## config.mk

```make
export PLATFORM = sky130hd
export DESIGN_NAME = sorted_key_set_table_unit_flat
export DESIGN_NICKNAME = d
export VERILOG_FILES = /design/src/sksu_pkg.sv /design/src/sksu_channels.sv /design/src/sksu_cell.sv /design/src/sorted_key_set_table_unit.sv /design/src/flat_wrapper.sv
export VERILOG_INCLUDE_DIRS = /design/src /design/src/src
export SDC_FILE = /design/constraint.sdc
export NUM_CORES = 2
export LEC_CHECK = 0
export BUFFER_PORTS_ARGS = -buffer_cell sky130_fd_sc_hd__buf_2
export CORE_ASPECT_RATIO = 0.6
export CORE_UTILIZATION = 60
export CTS_BUF_LIST = sky130_fd_sc_hd__clkbuf_4
export DETAILED_ROUTE_END_ITERATION = 8
export PLACE_DENSITY = 0.84
export SLEW_MARGIN = 15
export SYNTH_ARGS = -nofsm -noshare
export SYNTH_HDL_FRONTEND = slang
export SYNTH_SLANG_ARGS = --single-unit
```

## constraint.sdc

```tcl
create_clock -name i_clk -period 5.18 [get_ports i_clk]
set_clock_uncertainty 0.15 [all_clocks]
set_input_delay 0.518 -clock i_clk [delete_from_list [all_inputs] [get_ports i_clk]]
set_output_delay 0.518 -clock i_clk [all_outputs]
set_load 0.02 [all_outputs]
```

## src/sorted_key_set_table_unit_defines.svh

```systemverilog
// Assertion macros used by the sorted key set table RTL.
`ifndef SORTED_KEY_SET_TABLE_UNIT_DEFINES_SVH
`define SORTED_KEY_SET_TABLE_UNIT_DEFINES_SVH

`ifndef SYNTHESIS
// Property checked on the rising clock edge, ignored while reset is held.
`define SKSU_ASSERT(lbl, clk, rst_n, prop, msg) \
    lbl: assert property (@(posedge clk) disable iff (!rst_n) prop) else $error(msg);
// Property checked on the rising clock edge at all times, reset included.
`define SKSU_ASSERT_ALWAYS(lbl, clk, prop, msg) \
    lbl: assert property (@(posedge clk) prop) else $error(msg);
`else
`define SKSU_ASSERT(lbl, clk, rst_n, prop, msg)
`define SKSU_ASSERT_ALWAYS(lbl, clk, prop, msg)
`endif

`endif

```

## src/sksu_pkg.sv

```systemverilog
// Package with the field widths, codes and types of the sorted key set table.
`default_nettype none

package sksu_pkg;

    // Field widths of the item channels.
    localparam int KEY_BITS    = 16;
    localparam int STATUS_BITS = 3;
    localparam int POS_BITS    = 5;
    localparam int COUNT_BITS  = 6;

    // Operation codes of an input item.
    localparam logic KIND_INSERT = 1'b0;
    localparam logic KIND_LOOKUP = 1'b1;

    // Status codes of a result item.
    localparam logic [STATUS_BITS-1:0] ST_INSERTED  = 3'd0;
    localparam logic [STATUS_BITS-1:0] ST_DUPLICATE = 3'd1;
    localparam logic [STATUS_BITS-1:0] ST_FOUND     = 3'd2;
    localparam logic [STATUS_BITS-1:0] ST_NOT_FOUND = 3'd3;
    localparam logic [STATUS_BITS-1:0] ST_FULL      = 3'd4;

    // Compare flags that one cell reports to the table controller.
    typedef struct packed {
        logic lt;     // Cell holds a key below the search key.
        logic eq;     // Cell holds the search key.
        logic first;  // First cell whose key is not below the search key.
    } t_cell_flags;

endpackage

`default_nettype wire

```

## src/sksu_channels.sv

```systemverilog
// Request and response channel interfaces of the sorted key set table.
`default_nettype none

interface sksu_req_if import sksu_pkg::*; ();
    logic                valid;
    logic                ready;
    logic                kind;
    logic [KEY_BITS-1:0] key;

    modport source (output valid, output kind, output key, input ready);
    modport sink (input valid, input kind, input key, output ready);
endinterface

interface sksu_rsp_if import sksu_pkg::*; ();
    logic                   valid;
    logic                   ready;
    logic [STATUS_BITS-1:0] status;
    logic [POS_BITS-1:0]    position;
    logic [COUNT_BITS-1:0]  entry_count;

    modport source (output valid, output status, output position, output entry_count,
                    input ready);
    modport sink (input valid, input status, input position, input entry_count,
                  output ready);
endinterface

`default_nettype wire

```

## src/sksu_cell.sv

```systemverilog
// One cell of the sorted key chain: holds a key, compares it and shifts on insert.
`default_nettype none

module sksu_cell import sksu_pkg::*; #(
    parameter int KEY_WIDTH = 16
) (
    input  wire logic                 i_clk,
    input  wire logic                 i_occupied,
    input  wire logic                 i_prev_lt,
    input  wire logic [KEY_WIDTH-1:0] i_prev_key,
    input  wire logic [KEY_WIDTH-1:0] i_search_key,
    input  wire logic                 i_insert,
    output t_cell_flags               o_flags,
    output logic      [KEY_WIDTH-1:0] o_key
);

    logic [KEY_WIDTH-1:0] r_key;
    logic [KEY_WIDTH-1:0] n_key;
    logic                 lt;

    // Compare the held key against the search key.
    assign lt            = i_occupied && (r_key < i_search_key);
    assign o_flags.lt    = lt;
    assign o_flags.eq    = i_occupied && (r_key == i_search_key);
    assign o_flags.first = i_prev_lt && !lt;
    assign o_key         = r_key;

    // On insert, smaller keys stay, the boundary cell takes the new key and
    // every cell above it takes its lower neighbor's key.
    always_comb begin
        priority if (lt) begin
            n_key = r_key;
        end else if (i_prev_lt) begin
            n_key = i_search_key;
        end else begin
            n_key = i_prev_key;
        end
    end

    always_ff @(posedge i_clk) begin
        if (i_insert) begin
            r_key <= n_key;
        end
    end

endmodule

`default_nettype wire

```

## src/sorted_key_set_table_unit.sv

```systemverilog
// Top level of the sorted key set table: a chain of key cells and its controller.
//
// The block keeps up to CAPACITY distinct keys in ascending order.
// Request channel i_req carries kind (0 insert, 1 look up) and key; the low
// KEY_WIDTH bits of key are used. Response channel o_rsp returns one item per
// request: status, position (sorted rank, or 0) and entry_count (keys held
// after the operation). Both channels use valid and ready; an item moves on
// a rising edge where both are high.
// Every cell compares its key with the request key in parallel, and an insert
// shifts all larger keys up by one cell in the same cycle, so the response to an
// accepted request is valid in the next cycle.
// Throughput is one item per cycle while the receiver does not stall, set by the
// single compare-and-shift pass through the cell chain.
// The response sits in an output register; a new request is taken whenever
// that register is empty or being emptied in the same cycle. While the
// receiver stalls, one response waits and further requests wait with it.
// Synchronous reset empties the table and the output register; key cells
// are not cleared, since cells at or above the entry count are never used.
`default_nettype none
`include "sorted_key_set_table_unit_defines.svh"

module sorted_key_set_table_unit import sksu_pkg::*; #(
    parameter int CAPACITY  = 32,
    parameter int KEY_WIDTH = 16
) (
    input  wire logic i_clk,
    input  wire logic i_rst_n,
    sksu_req_if.sink  i_req,
    sksu_rsp_if.source o_rsp
);

    localparam int RW   = $clog2(CAPACITY);
    localparam int CW   = $clog2(CAPACITY + 1);
    localparam int PEXT = (RW > POS_BITS) ? RW : POS_BITS;
    localparam int CEXT = (CW > COUNT_BITS) ? CW : COUNT_BITS;

    logic [KEY_WIDTH-1:0]   search_key;
    t_cell_flags            flags [CAPACITY];
    logic [KEY_WIDTH-1:0]   cell_key [CAPACITY];
    logic [CAPACITY-1:0]    eq_vec;
    logic [CAPACITY-1:0]    first_vec;
    logic [RW-1:0]          rank;
    logic                   hit;
    logic                   full;
    logic                   accept;
    logic                   insert;
    logic [CW-1:0]          r_count;
    logic [CW-1:0]          n_count;
    logic [STATUS_BITS-1:0] n_status;
    logic [RW-1:0]          n_pos;
    logic [PEXT-1:0]        pos_ext;
    logic [CEXT-1:0]        count_ext;
    logic                   r_out_valid;
    logic [STATUS_BITS-1:0] r_status;
    logic [POS_BITS-1:0]    r_pos;
    logic [COUNT_BITS-1:0]  r_entry_count;

    assign search_key = KEY_WIDTH'(i_req.key);

    // Chain of key cells; cell 0 sees an always-smaller lower neighbor.
    for (genvar g = 0; g < CAPACITY; g++) begin : g_cell
        logic                 prev_lt;
        logic [KEY_WIDTH-1:0] prev_key;
        if (g == 0) begin : g_head
            assign prev_lt  = 1'b1;
            assign prev_key = search_key;
        end else begin : g_link
            assign prev_lt  = flags[g-1].lt;
            assign prev_key = cell_key[g-1];
        end
        sksu_cell #(
            .KEY_WIDTH (KEY_WIDTH)
        ) u_cell (
            .i_clk        (i_clk),
            .i_occupied   (CW'(g) < r_count),
            .i_prev_lt    (prev_lt),
            .i_prev_key   (prev_key),
            .i_search_key (search_key),
            .i_insert     (insert),
            .o_flags      (flags[g]),
            .o_key        (cell_key[g])
        );
        assign eq_vec[g]    = flags[g].eq;
        assign first_vec[g] = flags[g].first;
    end

    // The boundary flag is at most one-hot, so the rank is an OR of cell indexes.
    always_comb begin
        rank = '0;
        for (int i = 0; i < CAPACITY; i++) begin
            rank = rank | (first_vec[i] ? RW'(i) : RW'(0));
        end
    end

    assign hit    = |eq_vec;
    assign full   = (r_count == CW'(CAPACITY));
    assign accept = i_req.valid && i_req.ready;
    assign insert = accept && (i_req.kind == KIND_INSERT) && !hit && !full;

    // Decide the status of the accepted item.
    always_comb begin
        n_pos   = '0;
        n_count = r_count;
        priority if (i_req.kind == KIND_LOOKUP) begin
            n_status = hit ? ST_FOUND : ST_NOT_FOUND;
            n_pos    = hit ? rank : RW'(0);
        end else if (hit) begin
            n_status = ST_DUPLICATE;
        end else if (full) begin
            n_status = ST_FULL;
        end else begin
            n_status = ST_INSERTED;
            n_pos    = rank;
            n_count  = r_count + CW'(1);
        end
    end

    assign pos_ext   = PEXT'(n_pos);
    assign count_ext = CEXT'(n_count);

    // Entry count and output register valid.
    always_ff @(posedge i_clk) begin
        if (!i_rst_n) begin
            r_count     <= '0;
            r_out_valid <= 1'b0;
        end else begin
            if (insert) begin
                r_count <= n_count;
            end
            if (accept) begin
                r_out_valid <= 1'b1;
            end else if (o_rsp.ready) begin
                r_out_valid <= 1'b0;
            end
        end
    end

    // Response payload register.
    always_ff @(posedge i_clk) begin
        if (accept) begin
            r_status      <= n_status;
            r_pos         <= pos_ext[POS_BITS-1:0];
            r_entry_count <= count_ext[COUNT_BITS-1:0];
        end
    end

    assign i_req.ready       = !r_out_valid || o_rsp.ready;
    assign o_rsp.valid       = r_out_valid;
    assign o_rsp.status      = r_status;
    assign o_rsp.position    = r_pos;
    assign o_rsp.entry_count = r_entry_count;

    // The table never holds more keys than it has cells; the count is only
    // defined once reset has been seen.
    `SKSU_ASSERT_ALWAYS(a_count_bound, i_clk, !i_rst_n || (r_count <= CW'(CAPACITY)), "count above capacity")
    // Keys are distinct, so at most one cell matches.
    `SKSU_ASSERT(a_eq_onehot, i_clk, i_rst_n, $onehot0(eq_vec), "search key held in two cells")
    // Sorted order gives at most one insertion boundary.
    `SKSU_ASSERT(a_first_onehot, i_clk, i_rst_n, $onehot0(first_vec), "several insert boundaries")
    // An insert grows the table by exactly one key.
    `SKSU_ASSERT(a_insert_grows, i_clk, i_rst_n, insert |=> (r_count == $past(r_count) + CW'(1)), "insert did not add one key")

endmodule

`default_nettype wire

```

## src/flat_wrapper.sv

```systemverilog
// flat-port wrapper written by rule: the top's interface ports become plain ports
module sorted_key_set_table_unit_flat import sksu_pkg::*;
#(
    parameter int CAPACITY  = 32,
    parameter int KEY_WIDTH = 16
)
  (i_clk, i_rst_n, i_req_valid, i_req_kind, i_req_key, i_req_ready, o_rsp_valid, o_rsp_status, o_rsp_position, o_rsp_entry_count, o_rsp_ready);
  sksu_req_if i_req_i ();
  sksu_rsp_if o_rsp_i ();
  input  wire logic i_clk;
  input  wire logic i_rst_n;
  input wire logic [$bits(i_req_i.valid)-1:0] i_req_valid;
  input wire logic [$bits(i_req_i.kind)-1:0] i_req_kind;
  input wire logic [$bits(i_req_i.key)-1:0] i_req_key;
  output wire logic [$bits(i_req_i.ready)-1:0] i_req_ready;
  output wire logic [$bits(o_rsp_i.valid)-1:0] o_rsp_valid;
  output wire logic [$bits(o_rsp_i.status)-1:0] o_rsp_status;
  output wire logic [$bits(o_rsp_i.position)-1:0] o_rsp_position;
  output wire logic [$bits(o_rsp_i.entry_count)-1:0] o_rsp_entry_count;
  input wire logic [$bits(o_rsp_i.ready)-1:0] o_rsp_ready;
  assign i_req_i.valid = i_req_valid;
  assign i_req_i.kind = i_req_kind;
  assign i_req_i.key = i_req_key;
  assign i_req_ready = i_req_i.ready;
  assign o_rsp_valid = o_rsp_i.valid;
  assign o_rsp_status = o_rsp_i.status;
  assign o_rsp_position = o_rsp_i.position;
  assign o_rsp_entry_count = o_rsp_i.entry_count;
  assign o_rsp_i.ready = o_rsp_ready;
  sorted_key_set_table_unit #(.CAPACITY(CAPACITY), .KEY_WIDTH(KEY_WIDTH)) u_core (.i_clk(i_clk), .i_rst_n(i_rst_n), .i_req(i_req_i), .o_rsp(o_rsp_i));
endmodule
```

==> flow_results.xml <==
<?xml version="1.0" encoding="UTF-8"?>
<metrics>
  <group name="run_status">
    <metric name="result_of_the_run" unit="">completed</metric>
  </group>
  <group name="grt">
    <metric name="gr-total-overflow" unit="">0</metric>
    <metric name="grt_start_max_net_pins" unit="">35</metric>
    <metric name="vias_in_the_first_global_route" unit="">26783</metric>
    <metric name="grt_first_pass_wirelength" unit="um">166000</metric>
    <metric name="grt_use_total" unit="%">39.0</metric>
    <metric name="grt_antenna_before_repair" unit="">9</metric>
  </group>
  <group name="clock_network">
    <metric name="htree_levels" unit="">4</metric>
    <metric name="cts_setup_buffers" unit="">0</metric>
    <metric name="clock_tree.root_cell" unit="">clkbuf_4</metric>
    <metric name="cts-hold-fix-buffers" unit="">17</metric>
    <metric name="cts_num_sinks" unit="">533</metric>
    <metric name="worst_skew_pair.late_latency" unit="ns">0.95</metric>
    <metric name="cts_made_buffers" unit="">132</metric>
    <metric name="maximum_clock_insertion_buffer_count" unit="">3</metric>
    <metric name="postCtsResizedCells" unit="">0</metric>
    <metric name="cts_tree" unit="">done</metric>
    <metric name="clk_pin_slew" unit="ns">0.07</metric>
  </group>
  <group name="detailed_routing">
    <metric name="detail_route.wl_per_cell" unit="um">27.2</metric>
    <metric name="per_cell_via_count_in_the_routed_design" unit="">6.79</metric>
    <metric name="num_vias" unit="">27840</metric>
    <metric name="drt_pass1_iterations" unit="">7</metric>
    <metric name="drt_first_iter_violations" unit="">4089</metric>
    <metric name="route.final.wire_length" unit="um">112000</metric>
    <metric name="residual_drc_count" unit="">0</metric>
    <metric name="ant_nets" unit="">0</metric>
  </group>
  <group name="pwr">
    <metric name="powerDensity" unit="nW/um^2">266</metric>
    <metric name="leakage" unit="nW">15.5</metric>
    <metric name="vdd_ir_drop_max" unit="mV">0.223</metric>
  </group>
  <group name="timing">
    <metric name="setup_violations" unit="">0</metric>
    <metric name="worst-slew-pin-transition" unit="ns">1.08</metric>
    <metric name="rsz_0062_raised_after_global_routing" unit="">false</metric>
    <metric name="worst_max_slew_margin_expressed_relative_to_the_limit" unit="%">27.0</metric>
    <metric name="hold_viol" unit="">0</metric>
    <metric name="period_minus_slack" unit="ns">4.70</metric>
    <metric name="final-max-slew-violation-count" unit="">0</metric>
    <metric name="max_freq" unit="MHz">213</metric>
    <metric name="totalNegativeSetupSlack" unit="ns">0</metric>
    <metric name="period_share" unit="%">90.8</metric>
    <metric name="final_critical_path_setup_slack" unit="ns">0.475</metric>
  </group>
  <group name="cells_and_area">
    <metric name="post-route-cell-area" unit="sq um">37900</metric>
    <metric name="nets" unit="">3778</metric>
    <metric name="drive_gt1_share" unit="%">19.9</metric>
    <metric name="area.growth.synth_to_final" unit="%">11.6</metric>
  </group>
  <group name="worst_setup_path">
    <metric name="critical_path_peak_fanout" unit="">25</metric>
    <metric name="arrival" unit="ns">5.16</metric>
    <metric name="cp_top_family" unit="">buffers and inverters</metric>
    <metric name="critPathMaxStageDelay" unit="ns">0.55</metric>
    <metric name="cell_chain_of_the_critical_path" unit="">dlygate4sd3_1 &gt; buf_2 &gt; inv_2 &gt; buf_12 &gt; ha_1 &gt; and4_1 &gt; nor4b_1 &gt; a32oi_1 &gt; nand4_1 &gt; nor4_1 &gt; nand4b_1 &gt; or2_2 &gt; buf_4 &gt; nor2_1 &gt; buf_4</metric>
    <metric name="cp.buffers_inverters" unit="">6</metric>
    <metric name="critical-path-top-cell-by-count" unit="">buf_4</metric>
    <metric name="worstSetupPathType" unit="">in2reg</metric>
    <metric name="cp_data_required_time" unit="ns">5.63</metric>
    <metric name="setup.worst_path.end_class" unit="">register</metric>
    <metric name="worstSetupStartpointType" unit="">input port</metric>
    <metric name="critical_path.slowest_cell" unit="">dlygate4sd3_1</metric>
  </group>
  <group name="min_path">
    <metric name="hold_path.class" unit="">in2reg</metric>
  </group>
  <group name="synth">
    <metric name="synth_cells" unit="">3021</metric>
    <metric name="synth_area_per_cell" unit="sq um">11.3</metric>
    <metric name="synth_area" unit="sq um">34000</metric>
    <metric name="synth_nets" unit="">3557</metric>
    <metric name="synth.yosys.seq_area_share" unit="%">46.9</metric>
    <metric name="ys_warn_count" unit="">0</metric>
    <metric name="synth-edff-count" unit="">526</metric>
    <metric name="synth_top_area_share" unit="%">46.5</metric>
    <metric name="synth-main-ff-cell" unit="">edfxtp_1</metric>
    <metric name="top_count_cell_post_synth" unit="">edfxtp_1</metric>
    <metric name="share_of_flip_flops_with_an_asynchronous_set_or_reset" unit="%">0</metric>
    <metric name="yosys.area.top_type" unit="">edfxtp_1</metric>
    <metric name="synth-seq-cells" unit="">533</metric>
    <metric name="synth_area_leaders" unit="">edfxtp_1, ha_1, mux2_2</metric>
    <metric name="post_synth_num_cell_types" unit="">74</metric>
    <metric name="ys_top_cells_by_count" unit="">edfxtp_1, ha_1, nand2_1</metric>
  </group>
  <group name="floorplan">
    <metric name="num_io_pins" unit="">37</metric>
    <metric name="fp-row-count" unit="">67</metric>
    <metric name="fp.dieW" unit="um">309</metric>
    <metric name="die_height" unit="um">186</metric>
    <metric name="fp.coreArea" unit="sq um">55900</metric>
    <metric name="die_area" unit="sq um">57700</metric>
    <metric name="initial_standard_cell_utilization_of_the_core" unit="%">60.8</metric>
  </group>
  <group name="flow_run">
    <metric name="drv.max_cap_violation_count" unit="">0</metric>
  </group>
  <group name="placement">
    <metric name="dp_hpwl" unit="um">82100</metric>
    <metric name="place_area" unit="sq um">36100</metric>
    <metric name="buffer_ports.inserted" unit="">36</metric>
    <metric name="finalWeightedCongestion" unit="">1.01</metric>
    <metric name="dp_slack" unit="ns">0.370</metric>
  </group>
</metrics>
-- per-stage QoR --
stage	std cells	util, %	total power, mW	hold slack (ns)
2_1_floorplan	3021	-	5.86	0.360
3_3_place_gp	3850	64.6	6.33	0.360
3_5_place_dp	3850	64.6	6.42	0.398
4_1_cts	4090	67.8	10.1	0.00526
5_1_grt	4094	67.8	10.5	0.00256
6_report	4098	67.9	10.1	0.0789
-- layer usage --
layer | vias to the layer above | routed length (um) | track usage (%)
met5 | - | 13 | 0
met4 | 2 | 4040 | 14.4
met3 | 322 | 17400 | 13.3
met2 | 2151 | 44400 | 52.7
met1 | 13221 | 45800 | 57.4
li1 | 12144 | - | -
-- final cells by class --
class / instances / area [sq um]
timing repair buffer: 215 / 1770
clock inverter: 42 / 295
sequential: 533 / 15900
fill: 3990 / 18000
antenna: 8 / 20.0
tap: 759 / 950
clock buffer: 181 / 1360
multi-input combinational: 2288 / 17300
inverter: 72 / 270
-- power by group --
| group | total [mW] | switching (mW) | internal, mW |
|---|---|---|---|
| Sequential | 5.06 | 0.122 | 4.94 |
| Clock | 3.70 | 1.84 | 1.86 |
| Combinational | 1.35 | 0.848 | 0.498 |
| Total | 10.1 | 2.81 | 7.30 |
-- tightest hold or removal path: cells and delay by family --
| family | cells | cell delay, ns |
|---|---|---|
| buffers and inverters | 3 | 0.32 |
| AO/OA/AOI/OAI | 1 | 0.17 |
-- final timing paths --
| path | startpoint | to | slack (ns) | cells after the start |
|---|---|---|---|---|
| setup / recovery | i_req_key[2] | u_core.g_cell[3].u_cell.o_key[5] | 0.48 | 15 |
| hold / removal | i_req_key[9] | u_core.g_cell[2].u_cell.o_key[9] | 0.08 | 4 |
| hold reg to reg | u_core.g_cell[26].u_cell.o_key[7] | u_core.g_cell[27].u_cell.o_key[7] | 0.40 | 2 |
| setup reg to reg | u_core.r_count[1] | u_core.o_rsp.position[1] | 0.60 | 9 |
-- logic make-up (layout without fill, tap and decap cells) --
kind of cell,count (synthesis),count (layout),synth area share [%]
multiplexers,232,232,7.66
adder cells (fa/ha/maj),515,515,19.0
buffers and inverters,200,510,2.37
XOR/XNOR,5,5,0.129
AND/OR/NAND/NOR,798,798,11.4
AO/OA/AOI/OAI,738,738,12.6
other,0,8,0
flip-flops,533,533,46.9
-- flip-flops by register name, summed over array words and instances, names as in the netlist --
name and cells:
u_core.g_cell.u_cell.o_key 512, u_core.o_rsp.entry_count 6, u_core.r_count 6, u_core.o_rsp.position 5, u_core.o_rsp.status 3, u_core.o_rsp.valid 1
-- layout by cell type (no fill, tap or decap), types with 10 or more instances in the layout --
cell type and n:
a21oi_1 187, clkbuf_4 181, ha_1 515, buf_4 146
a211oi_1 16, inv_1 56, mux2_2 226, or4_1 10
o21ai_0 348, buf_12 16, a2111oi_0 12, nand2_1 355
nand3_1 34, nor2_1 95, inv_2 21, nand2b_1 17
nor2b_1 63, nand4_1 121, clkinv_1 27, nor3_1 31
o21a_1 19, dlygate4sd3_1 17, nor4_1 17, edfxtp_1 526
buf_2 36, o211ai_1 23, a21o_1 48
(Power assumes the default switching activity.)
